$ cat config.mk
export PLATFORM = sky130hd
export DESIGN_NAME = uagp_scale
export DESIGN_NICKNAME = d
export VERILOG_FILES = /design/src/uagp_pkg.sv /design/src/uagp_scale.sv
export SDC_FILE = /design/constraint.sdc
export NUM_CORES = 1
export LEC_CHECK = 0
export BUFFER_PORTS_ARGS = -buffer_cell sky130_fd_sc_hd__buf_2
export CORE_ASPECT_RATIO = 0.9
export CORE_MARGIN = 4
export CORE_UTILIZATION = 30
export DETAILED_ROUTE_END_ITERATION = 12
export SYNTH_ARGS = -nofsm -noshare
export SYNTH_HDL_FRONTEND = slang
export SYNTH_SLANG_ARGS = --single-unit
$ cat constraint.sdc
create_clock -name clock -period 10.8 [get_ports clock]
set_clock_uncertainty 0.2 [all_clocks]
set_input_delay 1.62 -clock clock [delete_from_list [all_inputs] [get_ports clock]]
set_output_delay 1.62 -clock clock [all_outputs]
set_load 0.005 [all_outputs]
$ cat src/uagp_pkg.sv
package uagp_pkg;

   localparam int unsigned REG_W = 13;
   localparam int unsigned FRAME_W = 32;
   localparam int unsigned COORD_W = 12;
   localparam int unsigned DEF_MAX_WIDTH = 4096;
   localparam int unsigned DEF_MAX_HEIGHT = 4096;
   localparam logic [REG_W-1:0] WIDTH_RESET = 13'd1920;
   localparam logic [REG_W-1:0] HEIGHT_RESET = 13'd1080;
   localparam logic [7:0] LUMA_LO = 8'd16;
   localparam logic [7:0] LUMA_SPAN = 8'd219;
   localparam logic [7:0] CHROMA_LO = 8'd64;
   localparam logic [7:0] CHROMA_SPAN = 8'd128;
   localparam logic CSR_WIDTH = 1'b0;
   localparam logic CSR_HEIGHT = 1'b1;

   typedef struct packed {
      logic [FRAME_W-1:0] frame_number;
      logic [COORD_W-1:0] pixel_x;
      logic [COORD_W-1:0] pixel_y;
   } req_type;

   typedef struct packed {
      logic [7:0] chroma_u;
      logic [7:0] luma_left;
      logic [7:0] chroma_v;
      logic [7:0] luma_right;
   } rsp_type;

endpackage

$ cat src/uagp_scale.sv
module uagp_scale import uagp_pkg::*; (
   input  logic        clock,
   input  logic        enable,
   input  logic [13:0] value,
   input  logic [13:0] extent,
   input  logic [7:0]  span,
   input  logic [7:0]  low,
   output logic [7:0]  result
);
   // Restoring division of value*span by extent-1, eight quotient bits over two
   // pipeline stages of four steps each. The quotient never exceeds span.
   logic [21:0] num_ff;
   logic [13:0] div_ff;
   logic        zero_ff;
   logic [7:0]  low_ff;
   logic [13:0] rem1_ff, div1_ff;
   logic [7:0]  num1_ff, low1_ff;
   logic [3:0]  q1_ff;
   logic        zero1_ff;
   logic [13:0] rem1_in;
   logic [3:0]  q1_in;
   logic [7:0]  q2;
   logic [13:0] rem2;
   logic [14:0] trial1;
   logic [14:0] trial2;
   logic [21:0] prod;

   assign prod = 22'(value) * 22'(span);

   always_ff @(posedge clock) begin
      if (enable) begin
         num_ff <= prod;
         div_ff <= extent - 14'd1;
         zero_ff <= (extent <= 14'd1);
         low_ff <= low;
         rem1_ff <= rem1_in;
         q1_ff <= q1_in;
         num1_ff <= num_ff[7:0];
         div1_ff <= div_ff;
         zero1_ff <= zero_ff;
         low1_ff <= low_ff;
         result <= zero1_ff ? low1_ff : low1_ff + q2;
      end
   end

   always_comb begin
      rem1_in = num_ff[21:8];
      q1_in = '0;
      for (int i = 3; i >= 0; i--) begin
         trial1 = {rem1_in, num_ff[4+i]};
         if (trial1 >= {1'b0, div_ff}) begin
            rem1_in = 14'(trial1 - {1'b0, div_ff});
            q1_in[i] = 1'b1;
         end else begin
            rem1_in = trial1[13:0];
         end
      end
   end

   always_comb begin
      // First stage saw remainder of bits 21:4; finish with bits 3:0.
      rem2 = rem1_ff;
      q2 = {q1_ff, 4'd0};
      for (int i = 3; i >= 0; i--) begin
         trial2 = {rem2, num1_ff[i]};
         if (trial2 >= {1'b0, div1_ff}) begin
            rem2 = 14'(trial2 - {1'b0, div1_ff});
            q2[i] = 1'b1;
         end else begin
            rem2 = trial2[13:0];
         end
      end
   end

endmodule
# == After elaboration in Yosys (flattened, before gate mapping) ==
# Index checks and enable logic that the tools add are counted.
# W data, S select, Z words.
# totals
reg_bits,98
inputBits,46
out_inout_bits,8
word_cells,46
# classes
add_sub_neg,9
n_mul,1
n_lt_le_gt_ge,9
mux,16
# ops
cell,n
$ge A15 B14 Y1,8
$mux W14,7
$sub A14 B14 Y14,7
$mul A14 B8 Y22,1
$le A14 B1 Y1 const B,1
$sub A14 B1 Y14 const B,1
$add A8 B8 Y8,1
$mux W1,8
$mux W8,1

# == Longest topological paths before layout ==
# depth
depth_word,10
ltp_mapped,59
mapped_depth_nobuf,54

# == Least setup slack after synthesis ==
# No wires, ideal clock.
# synth_timing
path_kind,flip-flop to flip-flop
start,register div1_ff[1]
end,register result[7] (data pin)
setup_time_ns,0.258
t_arrival_ns,10.630
t_required_ns,10.342
slack_ns,-0.288
stages_incl_launch_ff,56
n_path_buf,5
period_less_slack_ns,11.088
cell_sequence,edfxtp_1 inv_1 ha_1 nor2b_1 o31a_1 o21ai_1 o21ai_1 a21oi_4 clkbuf_1 mux2_2 ha_1 o21a_1 o31a_1 o21a_1 o211a_1 o41ai_2 nor2b_1 a2111o_1 (+20 left out) o21a_1 o21a_1 o21ai_0 a211o_1 a21oi_1 or2_2 a2111oi_0 mux2i_1 ha_1 a21o_1 a21oi_1 o21bai_1 a21oi_1 o21bai_1 a21oi_1 xnor2_1 nand2b_1 xnor2_1
# synth_between
elab_chain_cells,10
word_cells_on_any_way,16
classes_between,add/sub (4); order compare (4); mux (8)
# synth_lines
item,line,text
from (decl),uagp_scale.sv:16,"logic [13:0] rem1_ff, div1_ff;"
from (signal assigned),uagp_scale.sv:39,div1_ff <= div_ff;
$sub A14 B14 Y14 / $ge A15 B14 Y1 (equally long branches),"uagp_scale.sv:67, uagp_scale.sv:66",
$mux W14,uagp_scale.sv:66,"if (trial2 >= {1'b0, div1_ff}) begin"
$sub A14 B14 Y14 / $ge A15 B14 Y1 (equally long branches),"uagp_scale.sv:67, uagp_scale.sv:66",
$mux W14,uagp_scale.sv:66,
$sub A14 B14 Y14 / $ge A15 B14 Y1 (equally long branches),"uagp_scale.sv:67, uagp_scale.sv:66",
$mux W14,uagp_scale.sv:66,
$ge A15 B14 Y1,uagp_scale.sv:66,
$mux W1,uagp_scale.sv:66,
$add A8 B8 Y8 (*),uagp_scale.sv:42,result <= zero1_ff ? low1_ff : low1_ff + q2;
$mux W8 (*),uagp_scale.sv:42,
to (signal assigned),uagp_scale.sv:42,
to (decl),uagp_scale.sv:8,output logic [7:0] result
# Mark *: on every way between the ends. The rest lies on a longest branch, timed or not.
# A chain may end at the register's enable or synchronous reset.

# == Final worst setup path ==
# layout_timing
start,register rem1_ff[7]
end,register result[7] (data pin)
# layout_between
elab_chain_cells,10
word_cells_on_any_way,16
classes_between,add/sub (4); order compare (4); mux (8)
# layout_lines
item,line,text
from (decl),uagp_scale.sv:16,
from (signal assigned),uagp_scale.sv:36,rem1_ff <= rem1_in;
$sub A14 B14 Y14 / $ge A15 B14 Y1 (equally long branches),"uagp_scale.sv:67, uagp_scale.sv:66",
$mux W14,uagp_scale.sv:66,
$sub A14 B14 Y14 / $ge A15 B14 Y1 (equally long branches),"uagp_scale.sv:67, uagp_scale.sv:66",
$mux W14,uagp_scale.sv:66,
$sub A14 B14 Y14 / $ge A15 B14 Y1 (equally long branches),"uagp_scale.sv:67, uagp_scale.sv:66",
$mux W14,uagp_scale.sv:66,
$ge A15 B14 Y1,uagp_scale.sv:66,
$mux W1,uagp_scale.sv:66,
$add A8 B8 Y8 (*),uagp_scale.sv:42,
$mux W8 (*),uagp_scale.sv:42,
# Marks and branches as above.

==> results.json <==
{
  "first_global_vias": 10500,
  "hold_viol_final": 0,
  "io_buffers": 53,
  "synth_edf_count": 98,
  "setup_tns_ps": 0,
  "crit_slowest_cell": "a2111o_1",
  "drt_iter0_drc": 588,
  "place_inst": 2086,
  "min_path_type": "reg -> reg",
  "postCtsHoldBufs": 0,
  "cts_inserted_buffers": 9,
  "ys_types": 71,
  "drv_slew": 0,
  "grt_pass1_wl_um": 54800,
  "slowest_delay_ps": 450,
  "drive_gt1_share_pct": 16.5,
  "diodes": 0,
  "worstPathRequired_ps": 10720,
  "antenna_found_initial": 0,
  "final_cell_area_um2": 15100,
  "cp-start-kind": "flip-flop",
  "drcViolationCount": 0,
  "fmax_ghz": 0.0969,
  "ctsLongestPathBuffers": 2,
  "initial_utilization_pct": 30.4,
  "syn_inst": 1423,
  "syn-num-nets": 1712,
  "htreeDepth": 3,
  "design.core.area_um2": 43000,
  "slew_headroom_pct": 35.8,
  "setup_viol_count_final": 0,
  "cts_tree": "yes",
  "critical_path_class": "reg -> reg",
  "synth_flop_cell": "edfxtp_1",
  "drt-total-wl_um": 34000,
  "synth_seq_cells": 98,
  "die_y_um": 206,
  "async_flop_share_pct": 0,
  "yosysWarnings": 0,
  "clk_latency_ps": 370,
  "worst_pin_slew_ps": 956,
  "avgViaCountPerCell": 5.12,
  "seq_area_frac_synth_pct": 22.6,
  "cp_max_fo": 7,
  "hold_depth": 0,
  "hold_ws_ps": 222,
  "clk_pin_slew_ps": 80,
  "dieArea_um2": 46900,
  "gp_congestion": 0.941,
  "wire_per_inst_um": 16.1,
  "grt_max_degree": 72,
  "clkSinkCount": 98,
  "hpwl_um": 28200,
  "area_growth_pct": 15.6,
  "syn_area_per_cell_um2": 9.17,
  "ioPinCount": 54,
  "cp.arrival_ps": 10240,
  "r2r_cells": 49,
  "grt_overflow_total": 0,
  "fin_nets": 1837,
  "syn_area_um2": 13000,
  "post-route-period-util_pct": 95.5,
  "finalNonFillerCells": 2108,
  "placementRows": 72,
  "ant_nets": 0,
  "grt_use_total_pct": 14.3,
  "status": "completed",
  "vias": 10800,
  "period_needed_ps": 10320,
  "cap_violations": 0,
  "worst_setup_path_end_kind": "flip-flop",
  "dpl_cell_area_um2": 14500,
  "cts-root-buf": "clkbuf_16",
  "drtPass1Iterations": 5,
  "die_w_um": 228
}
==> path summary, 6_finish.rpt <==
path,start,to,slack (ps)
setup / recovery,rem1_ff[7]$_DFFE_PP_,result[7]$_DFFE_PP_,480
hold / removal,num_ff[0]$_DFFE_PP_,num1_ff[0]$_DFFE_PP_,220
setup reg to reg,rem1_ff[7]$_DFFE_PP_,result[7]$_DFFE_PP_,480
hold reg to reg,num_ff[0]$_DFFE_PP_,num1_ff[0]$_DFFE_PP_,220
==> layout by cell type, fill, tap and decap left out, types with 5 or more instances in the layout <==
master and count:
clkbuf_16 9, nand2_1 137, nand4_1 14, mux2i_1 12, o211ai_1 7, a221o_1 12
o21ai_2 5, or3_1 7, ha_1 155, xor2_1 32, buf_4 87, a21oi_2 8
or2_2 7, o31a_1 5, nor2_1 88, a21o_1 26, a31oi_1 9, o21bai_1 10
o211a_1 5, o21ai_1 7, ha_4 6, mux2_2 37, fa_1 79, o21a_1 28
edfxtp_1 98, xnor2_1 67, and2_1 56, a211oi_1 12, mux2_4 8, nand2b_1 19
inv_1 148, nor3_1 27, nand3_1 12, buf_2 52, a21oi_1 78, nor2b_1 31
o21ai_0 61, and4_1 7, and3_1 9
==> flip-flops by register name, indices dropped and copies added (netlist names) <==
| register | cells |
|---|---|
| div1_ff | 14 |
| div_ff | 14 |
| low1_ff | 8 |
| low_ff | 8 |
| num1_ff | 4 |
| num_ff | 22 |
| q1_ff | 4 |
| rem1_ff | 14 |
| result | 8 |
| zero1_ff | 1 |
| zero_ff | 1 |
==> kinds of logic after synthesis <==
| family | share of synthesized area [%] |
|---|---|
| and+or+nand+nor | 16.1 |
| xor gates and xnor gates | 6.65 |
| DFF | 22.6 |
| muxes | 5.01 |
| buffers and inverters | 5.45 |
| adders and majority gates | 27.9 |
| AOI/OAI and AO/OA | 16.3 |
==> stage by stage <==
step / util (%) / worst slack (ps)
after global routing: 35.1 / -7.18
final: 35.1 / 484
after detailed placement: 33.7 / -10.5
after global placement: 33.7 / 192
after floorplan: - / 11.7
after CTS: 34.5 / 25.3
==> per-layer routing <==
metal / up-vias / global-route usage [%] / part of all wire (%)
li1: 5267 / - / -
met1: 5268 / 19.8 / 48
met2: 209 / 23.8 / 47
met3: 48 / 2.12 / 3.6
met4: 0 / 3.52 / 2.1
met5: - / 0 / 0
==> final cells by class <==
| class | instances | area [µm²] |
|---|---|---|
| clock buffers | 10 | 229 |
| fillers | 4369 | 27900 |
| clock inverters | 6 | 77.6 |
| flip-flops and latches | 98 | 2940 |
| repair buffers | 142 | 956 |
| multi-input cells | 1144 | 9600 |
| well taps | 555 | 694 |
| inverters | 153 | 581 |
==> worst max-delay path: cells and delay by family (launching register included) <==
kind / cells / cell delay [ps]
AO/OA/AOI/OAI: 27 / 4920
XOR/XNOR: 2 / 250
adder cells (fa/ha/maj): 5 / 1490
buffers and inverters: 3 / 420
flip-flops: 1 / 400
multiplexers: 3 / 570
AND/OR/NAND/NOR: 9 / 1820
==> what timing repair did <==
item | CTS | global route
gates resized for setup | 1 | 43
pin swaps | 0 | 7
buffers inserted | 0 | 6
hold endpoints to repair | 0 | 0
setup endpoints to repair | 1 | 21
==> cells in the mapped netlist (all sizes together) (8+ instances only) <==
master,number,area share (%)
and3,9,0.43
nor2,89,2.6
a21oi,87,3.5
inv,153,4.4
nor2b,32,1.5
a211oi,12,0.69
nand2,137,3.9
mux2i,12,0.92
buf,9,0.48
xnor2,67,4.5
xor2,32,2.1
o21bai,11,0.72
a21o,26,1.5
fa,80,12
and2,56,2.7
or3,8,0.38
a31oi,10,0.59
nand2b,19,0.91
nand3,12,0.46
clkbuf,19,0.55
nor3,28,1.1
and4,9,0.62
ha,163,16
o21a,28,1.6
o21ai,73,2.8
mux2,45,4.1
a221o,12,0.92
edfxtp,98,23
nand4,14,0.67
Power is left out: the tool's default activity adds up to more than one toggle a clock period on the data nets, which glitch-free logic cannot reach.
